## src/rtl/smsl_pkg.sv

```systemverilog
// Package for the stepped motor speed level block.
// Register indexes, command and mode codes, reset values and the table reset function.
// No dependencies.
package smsl_pkg;

    localparam int PULSE_W = 16;
    localparam int STEP_W  = 10;
    localparam int LVL_W   = 4;
    localparam int POS_W   = 12;

    // configuration register indexes
    localparam logic [2:0] REG_MIN_PULSE   = 3'd0;
    localparam logic [2:0] REG_MAX_PULSE   = 3'd1;
    localparam logic [2:0] REG_COARSE_STEP = 3'd2;
    localparam logic [2:0] REG_FINE_STEP   = 3'd3;
    localparam logic [2:0] REG_SPIN_MODE   = 3'd4;

    // spin modes
    localparam logic [1:0] MODE_TOPSPIN  = 2'd0;
    localparam logic [1:0] MODE_BACKSPIN = 2'd1;
    localparam logic [1:0] MODE_NOSPIN   = 2'd2;
    localparam logic [1:0] MODE_SUPPORT  = 2'd3;

    // commands
    localparam logic [2:0] CMD_STEP_UP    = 3'd0;
    localparam logic [2:0] CMD_STEP_DOWN  = 3'd1;
    localparam logic [2:0] CMD_NUDGE_UP   = 3'd2;
    localparam logic [2:0] CMD_NUDGE_DOWN = 3'd3;
    localparam logic [2:0] CMD_SET_LEVEL  = 3'd4;
    localparam logic [2:0] CMD_STOP       = 3'd5;
    localparam logic [2:0] CMD_RAW_PULSE  = 3'd6;
    localparam logic [2:0] CMD_WRITE      = 3'd7;

    // register reset values
    localparam logic [15:0] MIN_PULSE_RST   = 16'd1000;
    localparam logic [15:0] MAX_PULSE_RST   = 16'd2000;
    localparam logic [9:0]  COARSE_STEP_RST = 10'd30;
    localparam logic [9:0]  FINE_STEP_RST   = 10'd4;
    localparam logic [1:0]  SPIN_MODE_RST   = MODE_TOPSPIN;
    localparam logic [15:0] SETPOINT_RST    = 16'd1000;

    // reset value of table entry idx (idx >= 1): 1240 + 60 * (idx - 1)
    function automatic logic [15:0] table_reset(input logic [3:0] idx);
        logic [31:0] v;
        v = 32'd1180 + 32'd60 * 32'(idx);
        return v[15:0];
    endfunction

endpackage

```

## src/rtl/stepped_motor_speed_levels.sv

```systemverilog
// Stepped motor speed levels: setpoint and level control over a speed table.
// Depends on smsl_pkg and smsl_ram.
//
// Usage:
//   s_axis carries one command per beat; m_axis returns one result beat for each.
//   cfg writes the five registers (index 0..4); cfg_ready is always high. Write
//   configuration only while the block is idle.
//   Entries 1..NUM_LEVELS of the speed table live in a one-port-read RAM with
//   registered read data; each comparison against an entry needs a read.
//   The shortest commands (stop; raw pulse or write entry at level 0 or top) go
//   from start through the position step to publish; the longest is a nudge
//   from level 0: load entry 1, prepare, scan the whole table, read both bounds,
//   then a shift-subtract divide for the 8-bit position fraction.
//   One command is in flight at a time; s_axis_tready is high in the idle state,
//   so the next command is taken at the earliest in the cycle after its result
//   is loaded.
//   Results sit in an output register, so a new command is taken while the last
//   result waits; if the receiver stalls, the next result is held until the
//   register empties.
//   Reset: registers return to their defaults, setpoint 1000, level 0, and all
//   table entries read as 1240 + 60 per level through per-entry valid bits; no
//   clearing pass is needed.
module stepped_motor_speed_levels
    import smsl_pkg::*;
#(
    parameter int NUM_LEVELS = 8
) (
    input  logic        clk,
    input  logic        rst_n,
    // command beats
    input  logic        s_axis_tvalid,
    output logic        s_axis_tready,
    // [2:0] command, [6:3] level, [14:7] amount, [30:15] pulse_value, [31] zero
    input  logic [31:0] s_axis_tdata,
    // result beats
    output logic        m_axis_tvalid,
    input  logic        m_axis_tready,
    // [15:0] pulse_width, [16] running, [20:17] level_now, [32:21] position_q8,
    // [39:33] zero
    output logic [39:0] m_axis_tdata,
    // configuration writes
    input  logic        cfg_valid,
    output logic        cfg_ready,
    input  logic [2:0]  cfg_index,
    input  logic [15:0] cfg_data
);

    localparam int AW = $clog2(NUM_LEVELS);
    localparam logic [LVL_W-1:0] TOP = LVL_W'(NUM_LEVELS);

    typedef enum logic [15:0] {
        ST_IDLE     = 16'h0001,
        ST_START    = 16'h0002,
        ST_UP_LOAD  = 16'h0004,
        ST_UP_NEXT  = 16'h0008,
        ST_UP_TOP   = 16'h0010,
        ST_DN_ONE   = 16'h0020,
        ST_DN_CUR   = 16'h0040,
        ST_NU_LOAD  = 16'h0080,
        ST_NU_PREP  = 16'h0100,
        ST_SCAN     = 16'h0200,
        ST_SET_LOAD = 16'h0400,
        ST_POS_GO   = 16'h0800,
        ST_POS_LO   = 16'h1000,
        ST_POS_HI   = 16'h2000,
        ST_DIV      = 16'h4000,
        ST_PUB      = 16'h8000
    } state_t;

    state_t state_reg, state_next;

    // configuration
    logic [15:0] min_pulse_reg, max_pulse_reg;
    logic [9:0]  coarse_step_reg, fine_step_reg;
    logic [1:0]  spin_mode_reg;

    // block state
    logic [15:0]         sp_reg, sp_next;
    logic [LVL_W-1:0]    cur_reg, cur_next;
    logic [NUM_LEVELS-1:0] valid_reg;

    // command in flight
    logic [2:0]       cmd_reg;
    logic [LVL_W-1:0] lvl_in_reg;
    logic [7:0]       amt_reg;
    logic [15:0]      pv_reg;
    logic [9:0]       ms_reg;

    // working registers
    logic [16:0]      s_reg, s_next;
    logic [LVL_W-1:0] idx_reg, idx_next;
    logic [LVL_W-1:0] rd_idx_reg;
    logic [AW-1:0]    rd_addr_reg;
    logic [15:0]      lo_reg, lo_next;
    logic [15:0]      rem_reg, rem_next;
    logic [15:0]      den_reg, den_next;
    logic [7:0]       q_reg, q_next;
    logic [2:0]       cnt_reg, cnt_next;
    logic [POS_W-1:0] pos_reg, pos_next;

    // output register
    logic             out_valid_reg, out_valid_next;
    logic [15:0]      out_pw_reg;
    logic             out_on_reg;
    logic [LVL_W-1:0] out_lvl_reg;
    logic [POS_W-1:0] out_pos_reg;
    logic             out_load;

    // table access
    logic [LVL_W-1:0] fetch_idx;
    logic [AW-1:0]    fetch_addr;
    logic [15:0]      ram_q;
    logic [15:0]      ent;
    logic             ram_we;
    logic [AW-1:0]    ram_waddr;

    logic             in_fire;
    logic [9:0]       ms_cfg;
    logic [16:0]      sum_amt;
    logic [16:0]      rem2;
    logic             qbit;

    assign in_fire       = s_axis_tvalid && s_axis_tready;
    assign s_axis_tready = (state_reg == ST_IDLE);
    assign cfg_ready     = 1'b1;

    always_comb
    begin
        unique case (spin_mode_reg)
            MODE_SUPPORT: ms_cfg = fine_step_reg;
            MODE_NOSPIN:  ms_cfg = coarse_step_reg >> 1;
            default:      ms_cfg = coarse_step_reg;
        endcase
    end

    // entry value of the index read last cycle; entry 0 is min_pulse
    always_comb
    begin
        if (rd_idx_reg == '0)
        begin
            ent = min_pulse_reg;
        end
        else if (rd_idx_reg > TOP)
        begin
            ent = '0;
        end
        else if (valid_reg[rd_addr_reg])
        begin
            ent = ram_q;
        end
        else
        begin
            ent = table_reset(rd_idx_reg);
        end
    end

    assign fetch_addr = (fetch_idx == '0) ? '0 : AW'(fetch_idx - LVL_W'(1));

    assign ram_we    = (state_reg == ST_START) && (cmd_reg == CMD_WRITE)
                       && (lvl_in_reg != '0) && (lvl_in_reg <= TOP);
    assign ram_waddr = AW'(lvl_in_reg - LVL_W'(1));

    smsl_ram #(
        .WIDTH (PULSE_W),
        .DEPTH (NUM_LEVELS)
    ) u_table (
        .clk   (clk),
        .we    (ram_we),
        .waddr (ram_waddr),
        .wdata (pv_reg),
        .raddr (fetch_addr),
        .rdata (ram_q)
    );

    assign sum_amt = {1'b0, sp_reg} + 17'(amt_reg);
    assign rem2    = {rem_reg, 1'b0};
    assign qbit    = (rem2 >= {1'b0, den_reg});

    always_comb
    begin
        state_next     = state_reg;
        sp_next        = sp_reg;
        cur_next       = cur_reg;
        s_next         = s_reg;
        idx_next       = idx_reg;
        lo_next        = lo_reg;
        rem_next       = rem_reg;
        den_next       = den_reg;
        q_next         = q_reg;
        cnt_next       = cnt_reg;
        pos_next       = pos_reg;
        fetch_idx      = rd_idx_reg;
        out_load       = 1'b0;
        out_valid_next = out_valid_reg;

        if (m_axis_tvalid && m_axis_tready)
        begin
            out_valid_next = 1'b0;
        end

        unique case (state_reg)
            ST_IDLE:
            begin
                if (in_fire)
                begin
                    state_next = ST_START;
                end
            end

            ST_START:
            begin
                state_next = ST_POS_GO;
                case (cmd_reg) inside
                    CMD_STEP_UP:
                    begin
                        s_next = {1'b0, sp_reg} + 17'(ms_reg);
                        if (cur_reg == '0)
                        begin
                            fetch_idx  = LVL_W'(1);
                            state_next = ST_UP_LOAD;
                        end
                        else if (cur_reg < TOP)
                        begin
                            fetch_idx  = cur_reg + LVL_W'(1);
                            state_next = ST_UP_NEXT;
                        end
                        else
                        begin
                            fetch_idx  = TOP;
                            state_next = ST_UP_TOP;
                        end
                    end
                    CMD_STEP_DOWN:
                    begin
                        s_next     = (sp_reg > 16'(ms_reg)) ? 17'(sp_reg - 16'(ms_reg)) : '0;
                        fetch_idx  = LVL_W'(1);
                        state_next = ST_DN_ONE;
                    end
                    CMD_NUDGE_UP, CMD_NUDGE_DOWN:
                    begin
                        if (cur_reg == '0)
                        begin
                            fetch_idx  = LVL_W'(1);
                            state_next = ST_NU_LOAD;
                        end
                        else
                        begin
                            state_next = ST_NU_PREP;
                        end
                    end
                    CMD_SET_LEVEL:
                    begin
                        fetch_idx  = (lvl_in_reg > TOP) ? TOP : lvl_in_reg;
                        state_next = ST_SET_LOAD;
                    end
                    CMD_STOP:
                    begin
                        cur_next = '0;
                        sp_next  = min_pulse_reg;
                    end
                    CMD_RAW_PULSE:
                    begin
                        sp_next = pv_reg;
                    end
                    default:
                    begin
                        // table write handled by ram_we
                    end
                endcase
            end

            ST_UP_LOAD:
            begin
                cur_next   = LVL_W'(1);
                sp_next    = ent;
                state_next = ST_POS_GO;
            end

            ST_UP_NEXT:
            begin
                if (s_reg >= {1'b0, ent})
                begin
                    cur_next = cur_reg + LVL_W'(1);
                end
                fetch_idx  = TOP;
                state_next = ST_UP_TOP;
            end

            ST_UP_TOP:
            begin
                if (s_reg > {1'b0, ent})
                begin
                    cur_next = TOP;
                    sp_next  = ent;
                end
                else
                begin
                    sp_next = s_reg[15:0];
                end
                state_next = ST_POS_GO;
            end

            ST_DN_ONE:
            begin
                if (s_reg < {1'b0, ent})
                begin
                    cur_next   = '0;
                    sp_next    = min_pulse_reg;
                    state_next = ST_POS_GO;
                end
                else
                begin
                    fetch_idx  = cur_reg;
                    state_next = ST_DN_CUR;
                end
            end

            ST_DN_CUR:
            begin
                if ((s_reg < {1'b0, ent}) && (cur_reg != '0))
                begin
                    cur_next = cur_reg - LVL_W'(1);
                end
                sp_next    = s_reg[15:0];
                state_next = ST_POS_GO;
            end

            ST_NU_LOAD:
            begin
                cur_next   = LVL_W'(1);
                sp_next    = ent;
                state_next = ST_NU_PREP;
            end

            ST_NU_PREP:
            begin
                if (cmd_reg == CMD_NUDGE_UP)
                begin
                    s_next    = (sum_amt > {1'b0, max_pulse_reg}) ? {1'b0, max_pulse_reg}
                                                                  : sum_amt;
                    idx_next  = LVL_W'(1);
                    fetch_idx = LVL_W'(1);
                end
                else
                begin
                    s_next    = (sp_reg > 16'(amt_reg)) ? 17'(sp_reg - 16'(amt_reg)) : '0;
                    if (s_next < {1'b0, min_pulse_reg})
                    begin
                        s_next = {1'b0, min_pulse_reg};
                    end
                    idx_next  = TOP;
                    fetch_idx = TOP;
                end
                state_next = ST_SCAN;
            end

            ST_SCAN:
            begin
                if (cmd_reg == CMD_NUDGE_UP)
                begin
                    if ((s_reg >= {1'b0, ent}) && (idx_reg != TOP))
                    begin
                        cur_next  = idx_reg;
                        idx_next  = idx_reg + LVL_W'(1);
                        fetch_idx = idx_reg + LVL_W'(1);
                    end
                    else
                    begin
                        if (s_reg >= {1'b0, ent})
                        begin
                            cur_next = idx_reg;
                        end
                        sp_next    = s_reg[15:0];
                        state_next = ST_POS_GO;
                    end
                end
                else
                begin
                    if ((s_reg <= {1'b0, ent}) && (idx_reg != LVL_W'(1)))
                    begin
                        cur_next  = idx_reg;
                        idx_next  = idx_reg - LVL_W'(1);
                        fetch_idx = idx_reg - LVL_W'(1);
                    end
                    else
                    begin
                        if (s_reg <= {1'b0, ent})
                        begin
                            cur_next = idx_reg;
                        end
                        sp_next    = s_reg[15:0];
                        state_next = ST_POS_GO;
                    end
                end
            end

            ST_SET_LOAD:
            begin
                cur_next   = rd_idx_reg;
                sp_next    = ent;
                state_next = ST_POS_GO;
            end

            ST_POS_GO:
            begin
                if (cur_reg == '0)
                begin
                    pos_next   = '0;
                    state_next = ST_PUB;
                end
                else if (cur_reg >= TOP)
                begin
                    pos_next   = {TOP, 8'd0};
                    state_next = ST_PUB;
                end
                else
                begin
                    fetch_idx  = cur_reg;
                    state_next = ST_POS_LO;
                end
            end

            ST_POS_LO:
            begin
                lo_next    = ent;
                fetch_idx  = cur_reg + LVL_W'(1);
                state_next = ST_POS_HI;
            end

            ST_POS_HI:
            begin
                if (sp_reg <= lo_reg)
                begin
                    pos_next   = {cur_reg, 8'd0};
                    state_next = ST_PUB;
                end
                else if (sp_reg >= ent)
                begin
                    pos_next   = {cur_reg + LVL_W'(1), 8'd0};
                    state_next = ST_PUB;
                end
                else
                begin
                    // lo < setpoint < hi, so the quotient fits in 8 bits
                    rem_next   = sp_reg - lo_reg;
                    den_next   = ent - lo_reg;
                    q_next     = '0;
                    cnt_next   = '0;
                    state_next = ST_DIV;
                end
            end

            ST_DIV:
            begin
                rem_next = qbit ? 16'(rem2 - {1'b0, den_reg}) : rem2[15:0];
                q_next   = {q_reg[6:0], qbit};
                cnt_next = cnt_reg + 3'd1;
                if (cnt_reg == 3'd7)
                begin
                    pos_next   = {cur_reg, q_reg[6:0], qbit};
                    state_next = ST_PUB;
                end
            end

            ST_PUB:
            begin
                if (!out_valid_reg || m_axis_tready)
                begin
                    out_load       = 1'b1;
                    out_valid_next = 1'b1;
                    state_next     = ST_IDLE;
                end
            end

            default:
            begin
                state_next = ST_IDLE;
            end
        endcase
    end

    always_ff @(posedge clk or negedge rst_n)
    begin
        if (!rst_n)
        begin
            state_reg       <= ST_IDLE;
            min_pulse_reg   <= MIN_PULSE_RST;
            max_pulse_reg   <= MAX_PULSE_RST;
            coarse_step_reg <= COARSE_STEP_RST;
            fine_step_reg   <= FINE_STEP_RST;
            spin_mode_reg   <= SPIN_MODE_RST;
            sp_reg          <= SETPOINT_RST;
            cur_reg         <= '0;
            valid_reg       <= '0;
            out_valid_reg   <= 1'b0;
        end
        else
        begin
            state_reg     <= state_next;
            sp_reg        <= sp_next;
            cur_reg       <= cur_next;
            out_valid_reg <= out_valid_next;
            if (ram_we)
            begin
                valid_reg[ram_waddr] <= 1'b1;
            end
            if (cfg_valid && cfg_ready)
            begin
                unique case (cfg_index)
                    REG_MIN_PULSE:   min_pulse_reg   <= cfg_data;
                    REG_MAX_PULSE:   max_pulse_reg   <= cfg_data;
                    REG_COARSE_STEP: coarse_step_reg <= cfg_data[9:0];
                    REG_FINE_STEP:   fine_step_reg   <= cfg_data[9:0];
                    REG_SPIN_MODE:   spin_mode_reg   <= cfg_data[1:0];
                    default:         ;
                endcase
            end
        end
    end

    // payload, working and output data registers
    always_ff @(posedge clk)
    begin
        if (in_fire)
        begin
            cmd_reg    <= s_axis_tdata[2:0];
            lvl_in_reg <= s_axis_tdata[6:3];
            amt_reg    <= s_axis_tdata[14:7];
            pv_reg     <= s_axis_tdata[30:15];
            ms_reg     <= ms_cfg;
        end
        s_reg       <= s_next;
        idx_reg     <= idx_next;
        rd_idx_reg  <= fetch_idx;
        rd_addr_reg <= fetch_addr;
        lo_reg      <= lo_next;
        rem_reg     <= rem_next;
        den_reg     <= den_next;
        q_reg       <= q_next;
        cnt_reg     <= cnt_next;
        pos_reg     <= pos_next;
        if (out_load)
        begin
            out_pw_reg  <= (sp_reg > min_pulse_reg) ? sp_reg : min_pulse_reg;
            out_on_reg  <= (sp_reg > min_pulse_reg);
            out_lvl_reg <= cur_reg;
            out_pos_reg <= pos_reg;
        end
    end

    assign m_axis_tvalid = out_valid_reg;
    assign m_axis_tdata  = {7'd0, out_pos_reg, out_lvl_reg, out_on_reg, out_pw_reg};

endmodule

```

## src/rtl/smsl_ram.sv

```systemverilog
// Generic simple dual-port RAM: one write port, one read port, registered read data.
// Depends on nothing.
module smsl_ram #(
    parameter int WIDTH = 16,
    parameter int DEPTH = 8
) (
    input  logic                     clk,
    input  logic                     we,
    input  logic [$clog2(DEPTH)-1:0] waddr,
    input  logic [WIDTH-1:0]         wdata,
    input  logic [$clog2(DEPTH)-1:0] raddr,
    output logic [WIDTH-1:0]         rdata
);

    logic [WIDTH-1:0] mem [DEPTH];

    always_ff @(posedge clk)
    begin
        if (we)
        begin
            mem[waddr] <= wdata;
        end
        rdata <= mem[raddr];
    end

endmodule

```

## config.mk

```make
export PLATFORM = sky130hd
export DESIGN_NAME = stepped_motor_speed_levels
export DESIGN_NICKNAME = d
export VERILOG_FILES = /design/src/rtl/smsl_pkg.sv /design/src/rtl/stepped_motor_speed_levels.sv /design/src/rtl/smsl_ram.sv
export SDC_FILE = /design/constraint.sdc
export NUM_CORES = 1
export LEC_CHECK = 0
export ABC_AREA = 1
export BUFFER_PORTS_ARGS = -buffer_cell sky130_fd_sc_hd__buf_2
export CORE_MARGIN = 2
export CORE_UTILIZATION = 25
export CTS_BUF_LIST = sky130_fd_sc_hd__clkbuf_8
export DETAILED_ROUTE_END_ITERATION = 10
export GPL_ROUTABILITY_DRIVEN = 1
export SLEW_MARGIN = 40
export SYNTH_ARGS = -nofsm -noshare
export SYNTH_HDL_FRONTEND = slang
export SYNTH_SLANG_ARGS = --single-unit
```

## constraint.sdc

```tcl
create_clock -name clk -period 7.6 [get_ports clk]
set_input_delay 1.52 -clock clk [delete_from_list [all_inputs] [get_ports clk]]
set_output_delay 1.52 -clock clk [all_outputs]
set_load 0.005 [all_outputs]
```

==> qor.yml, run 1 <==
clocking:
  cts_max_level: 3
  cts-resized-gates: 0
  clock_sinks: 415
  insertion_delay_ns: 0.71
  cts_buffers: 75
  postCtsSetupRepairBufs: 0
  cts_tree: "yes"
  postCtsHoldBufs: 0
  clk_path_buf_depth: 3
  cts_root_buffer: "clkbuf_8"
  clk_pin_slew_ns: 0.06
global_routing:
  grt_pass1_wl_um: 119800
  grt_pass1_vias: 20040
  grt_overflow: 0
  globalRouteTotalUtil_pct: 14.63
  grt_max_degree: 83
  antenna_found_initial: 4
worst_setup_path:
  crit_type: "reg2reg"
  worstPathMaxFanout: 33
  arrival_ns: 7.59
  crit_slowest_cell: "fa_1"
  worstPathRequired_ns: 8.20
  slowest_delay_ns: 0.56
  start_kind: "flop"
  critPathCaptureType: "flop"
  cpMostUsedCell: "nand2_1"
timing:
  setup_viol: 0
  finalSetupTns_ns: 0
  slew_headroom_pct: 39.33
  finalHoldViolCount: 0
  fin_crit_sh_pct: 91.96
  final_max_slew_viol_count: 0
  clock.fmax_mhz: 143.1
  period_minus_slack_ns: 6.989
  rsz0062_at_grt: "no"
  tightestPinTransition_ns: 0.9078
  fin_skew_ns: 0.05662
  holdWs_ns: 0.4167
final_layout:
  final_util_pct: 28.63
  fillCellCount: 10920
  design_area_um2: 29220
  largest_reg_flops: 128
  nets: 3381
  area_growth_pct: 13.35
  seqCellArea_um2: 11770
  multi_input_area_um2: 11800
  drive_above_1_share_pct: 10.04
route:
  initialDrtViolationCount: 1738
  routed_wl_um: 78830
  vias: 20910
  wl_per_cell_um: 17.29
  drtPass1Iterations: 6
  drc: 0
  ant_nets: 0
  viasPerCell: 4.584
synth:
  yosys_register_bits: 415
  synth_cell_types: 61
  async_reset_ff_share_pct: 23.86
  ys_warn_count: 0
  synth-edff-count: 293
  avgSynthCellArea_um2: 8.532
  synth_top_flop_cell: "edfxtp_1"
  synth_area_um2: 25780
  synth_cells: 3021
  yosys.area.top_type: "edfxtp_1"
  ys_seq_area_share_pct: 45.65
  netlist.area_leader.share_pct: 34.13
  synthTopCellsByArea: "edfxtp_1, ha_1, nand2_1"
floorplanning:
  dieArea_um2: 105700
  start_util_pct: 25.26
  core.rowCount: 117
  dieHeight_um: 325.1
  die_w_um: 325.1
  core_area_um2: 102000
  ios: 99
placement:
  placed_area_um2: 27740
  dp_hpwl_um: 58830
  io_buffers: 89
  finalWeightedCongestion: 0.9572
power:
  p_per_area_nw_per_um2: 458.8
  p_total_mw: 13.40
  leakagePower_nw: 13.14
  peakVddDrop_mv: 0.2793
min_path:
  min_path_type: "reg2reg"
outcome:
  status: "finished, final reports clean"
flow_run:
  cap_viol_max_count: 0
per-stage QoR:
stage          setup slack [ns]  std cells
2_1_floorplan             1.915       3027
3_3_place_gp             0.5695       4419
3_5_place_dp             0.4642       4420
4_1_cts                  0.3986       4556
5_1_grt                0.006533       4560
6_report                 0.6110       4560
where the power goes:
| group | switching (mW) | total [mW] | internal (mW) |
|---|---|---|---|
| Clock | 1.01 | 2.09 | 1.08 |
| Combinational | 5.20 | 7.85 | 2.65 |
| Sequential | 0.455 | 3.46 | 3.01 |
logic make-up after synthesis:
kind of cell / after synthesis / synth area share, %
buffers and inverters: 563 / 8.917
adders and majority gates: 196 / 9.834
and+or+nand+nor: 1227 / 20.92
other: 2 / 0.02914
AOI/OAI and AO/OA: 534 / 11.80
DFF: 415 / 45.65
xor gates and xnor gates: 84 / 2.854
critical path, delay by kind of cell, from the launching register on:
kind | cells | cell delay [ns]
simple gates | 21 | 2.90
xor+xnor | 2 | 0.45
fa+ha+maj | 5 | 2.08
flops | 1 | 0.50
buf+inv | 3 | 0.35
compound gates | 4 | 0.57
path summary, 6_finish.rpt:
check | startpoint | endpoint | slack, ns | cells after the start
worst max-delay path | rd_idx_reg[2]$_DFF_P_ | u_table.rdata[13]$_DFF_P_ | 0.61 | 35
worst max register to register | rd_idx_reg[2]$_DFF_P_ | u_table.rdata[13]$_DFF_P_ | 0.61 | 35
worst min register to register | pos_reg[0]$_DFFE_PP_ | out_pos_reg[0]$_DFFE_PP_ | 0.42 | 0
worst min-delay path | pos_reg[0]$_DFFE_PP_ | out_pos_reg[0]$_DFFE_PP_ | 0.42 | 0
max in group asynchronous | rst_n | fine_step_reg[3]$_DFFE_PN0P_ | 5.72 | 2
min in group asynchronous | rst_n | sp_reg[4]$_DFFE_PN0P_ | 0.82 | 1
synth_stat cells (22+ instances only):
| cell type | instances |
|---|---|
| o211ai_1 | 30 |
| nand3_1 | 217 |
| nand4_1 | 22 |
| xor2_1 | 60 |
| dfrtp_1 | 75 |
| ha_1 | 185 |
| o21ai_0 | 227 |
| nand3b_1 | 35 |
| a21oi_1 | 156 |
| dfstp_2 | 24 |
| inv_1 | 451 |
| nand2_1 | 612 |
| clkbuf_1 | 45 |
| nor3_1 | 42 |
| nor2_1 | 227 |
| xnor2_1 | 24 |
| dfxtp_1 | 23 |
| edfxtp_1 | 293 |
layer usage:
metal  track usage (%)  vias to the layer above  wire, um
li1                  -                    10370         -
met1             19.69                     9686     35480
met2             23.15                      692     34900
met3             2.592                      156      5092
met4             5.978                        2      3344
met5                 0                        -        14
cell type report:
class                      count  share of cell area [%]
inverter                     467                   6.017
sequential                   415                   40.27
multi-input combinational   2049                   40.39
timing repair buffer         121                   2.450
antenna                        4                 0.03426
clock inverter                57                   1.259
tap                         1368                   5.858
clock buffer                  79                   3.721
layout by cell type (no fill, tap or decap), types with 14 or more instances in the layout:
cell type,Yosys,layout
nand3_1,217,216
ha_1,185,185
dfxtp_1,23,23
nand4_1,22,22
o22ai_1,21,21
buf_2,21,88
a221oi_1,16,16
or2_2,15,15
o21ai_0,227,227
inv_1,451,482
buf_4,17,30
dfstp_2,24,24
nor3_1,42,40
xor2_1,60,60
nand3b_1,35,35
edfxtp_1,293,293
nand2_1,612,608
nand2_2,10,14
clkbuf_8,0,79
xnor2_1,24,24
o211ai_1,30,30
a21oi_1,156,156
dfrtp_1,75,75
nor2_1,227,225
No activity file was read; power rests on OpenSTA's default activity.
==> run 2, diff against run 1 <==
--- a/config.mk
+++ b/config.mk
@@ -12,6 +12,7 @@
 export CTS_BUF_LIST = sky130_fd_sc_hd__clkbuf_8
 export DETAILED_ROUTE_END_ITERATION = 10
 export GPL_ROUTABILITY_DRIVEN = 1
+export PLACE_DENSITY = 0.37
 export SLEW_MARGIN = 40
 export SYNTH_ARGS = -nofsm -noshare
 export SYNTH_HDL_FRONTEND = slang
==> run 2 against run 1 <==
Net effect: critical path depth grew 1; routed wire length rose by 16%; critical endpoint is now u_table.rdata[6]$_DFF_P_; fmax increased by 1.6%; first-iteration DRC count shrank 16%.
==> qor.yml, run 2 (synthesized netlist as in run 1, its figures left out) <==
outcome:
  status: "finished, final reports clean"
final_layout:
  largest_reg_flops: 128  # unchanged
  final_util_pct: 28.99  # +0.36 points
  final_common_cell: "nand2_1"
  nets: 3408  # +0.80%
  drive_above_1_share_pct: 11.07  # +1.0 points
  final_cell_mix: "nand2_1, inv_1, edfxtp_1"
  area_growth_pct: 14.78
timing:
  tightestPinTransition_ns: 0.8715  # -0.03638 ns
  setup_viol: 0  # unchanged
  period_minus_slack_ns: 6.876  # -0.1129 ns
  clock.fmax_mhz: 145.4  # +1.6%
  fin_crit_sh_pct: 90.47  # -1.5 points
  finalHoldViolCount: 0  # unchanged
  final_max_slew_viol_count: 0  # unchanged
  fin_skew_ns: 0.04747  # -0.009146 ns
  holdWs_ns: 0.4162  # -0.0004700 ns
  rsz0062_at_grt: "no"
  fin_ws_ns: 0.7239  # +0.1129 ns
  finalSetupTns_ns: 0  # unchanged
  slew_headroom_pct: 41.29  # +2.0 points
route:
  wl_per_cell_um: 19.87  # +15%
  routed_wl_um: 91390  # +16%
  drc: 0  # unchanged
  vias: 20780  # -0.61%
  ant_nets: 0  # unchanged
  viasPerCell: 4.518  # -1.5%
  drtPass1Iterations: 5  # -1
  initialDrtViolationCount: 1459  # -16%
placement:
  io_buffers: 89  # unchanged
  finalWeightedCongestion: 0.8769  # -8.4%
  dp_slack_ns: 0.5064  # +0.04222 ns
  dp_hpwl_um: 66350  # +13%
floorplanning:
  core_area_um2: 102000  # unchanged
  start_util_pct: 25.26  # unchanged
  dieArea_um2: 105700  # unchanged
  ios: 99  # unchanged
  core.rowCount: 117  # unchanged
  dieHeight_um: 325.1  # unchanged
  die_w_um: 325.1  # unchanged
worst_setup_path:
  crit_buf_inv: 5  # +2
  crit_slowest_cell: "fa_1"
  critPathCaptureType: "flop"
  cpMostUsedCell: "nand2_1"
  crit_type: "reg2reg"
  start_kind: "flop"
  slowest_delay_ns: 0.57  # about the same
  worstPathRequired_ns: 8.24  # +0.04 ns
  worstPathMaxFanout: 32  # -3.0%
  arrival_ns: 7.52  # -0.07 ns
  critPathTopFamily: "adder cells"
power:
  p_per_area_nw_per_um2: 472.3  # +2.9%
  peakVddDrop_mv: 0.2846  # +1.9%
  leakagePower_nw: 13.38  # +1.8%
clocking:
  clock_sinks: 415  # unchanged
  clk_pin_slew_ns: 0.06  # about the same
  clk_path_buf_depth: 3  # unchanged
  cts_buffers: 83  # +11%
  cts_tree: "yes"
  cts_max_level: 3  # unchanged
  cts_root_buffer: "clkbuf_8"
  insertion_delay_ns: 0.75  # +0.04 ns
  postCtsHoldBufs: 0  # unchanged
global_routing:
  grt_pass1_wl_um: 135500  # +13%
  antenna_found_initial: 2  # -2
  grt_pass1_vias: 20530  # +2.4%
  grt_max_degree: 83  # unchanged
  grt_overflow: 0  # unchanged
  globalRouteTotalUtil_pct: 17.15  # +2.5 points
flow_run:
  cap_viol_max_count: 0  # unchanged
min_path:
  min_path_type: "reg2reg"
run 2: cell types whose count changed in the layout (fill, tap and decap cells not counted), moves of 2 or more:
cell,change
clkinv_1,-2
inv_1,+13
inv_6,-2
clkbuf_8,+18
clkinv_2,-6
nor2_2,+6
inv_12,+2
nor3_4,-2
nor2_1,-7
buf_4,+19
run 2: area by class of cell:
cell class | count | area, um^2
Multi-Input combinational cell | 2049 | 11820
Inverter | 467 | 1758
Clock inverter | 58 | 326.6
Sequential cell | 415 | 11770
Tap cell | 1368 | 1712
Antenna cell | 5 | 12.51
Clock buffer | 97 | 1335
Timing Repair Buffer | 140 | 850.8
Fill cell | 11180 | 72450
run 2: power breakdown:
group          internal [mW]  leakage, nW  switching [mW]
clock network           1.24         1.01            1.09
logic                   2.72         8.27            5.49
registers               3.01         4.09           0.420
run 2: worst paths after layout:
path	from	to	slack [ns]	cells after the start
setup / recovery	rd_idx_reg[1]$_DFF_P_	u_table.rdata[6]$_DFF_P_	0.72	36
hold / removal	pos_reg[5]$_DFFE_PP_	out_pos_reg[5]$_DFFE_PP_	0.42	0
setup reg to reg	rd_idx_reg[1]$_DFF_P_	u_table.rdata[6]$_DFF_P_	0.72	36
hold reg to reg	pos_reg[5]$_DFFE_PP_	out_pos_reg[5]$_DFFE_PP_	0.42	0
max in group asynchronous	rst_n	sp_reg[15]$_DFFE_PN0P_	5.68	2
min in group asynchronous	rst_n	sp_reg[0]$_DFFE_PN0P_	0.79	1
run 2: timing repair:
item | CTS | global route
buffers inserted | 0 | 4
gates resized for setup | 0 | 1
setup endpoints to repair | 0 | 16
run 2: worst register-to-register path: cells and delay by family, from the launching register on:
family                   cells  cell delay, ns
AND/OR/NAND/NOR             19            2.07
XOR/XNOR                     2            0.46
buffers and inverters        5            0.75
flip-flops                   1            0.52
adder cells (fa/ha/maj)      5            2.11
AO/OA/AOI/OAI                5            0.86
run 2: through the flow:
step                cell area (um^2)  power (mW)  std cells
floorplan                      25800       9.045       3027
global placement               27840       11.69       4435
detailed placement             27870       11.67       4435
CTS                            29540       14.10       4590
global route                   29580       15.35       4599
finish                         29580       13.97       4599
run 2: metal layers:
layer / global-route usage (%) / up-vias / share of wire (%)
met2: 26.36 / 466 / 43
met1: 24.30 / 9741 / 49
met5: 0 / - / 0
li1: - / 10430 / -
met4: 5.495 / 0 / 3.0
met3: 3.018 / 146 / 4.4
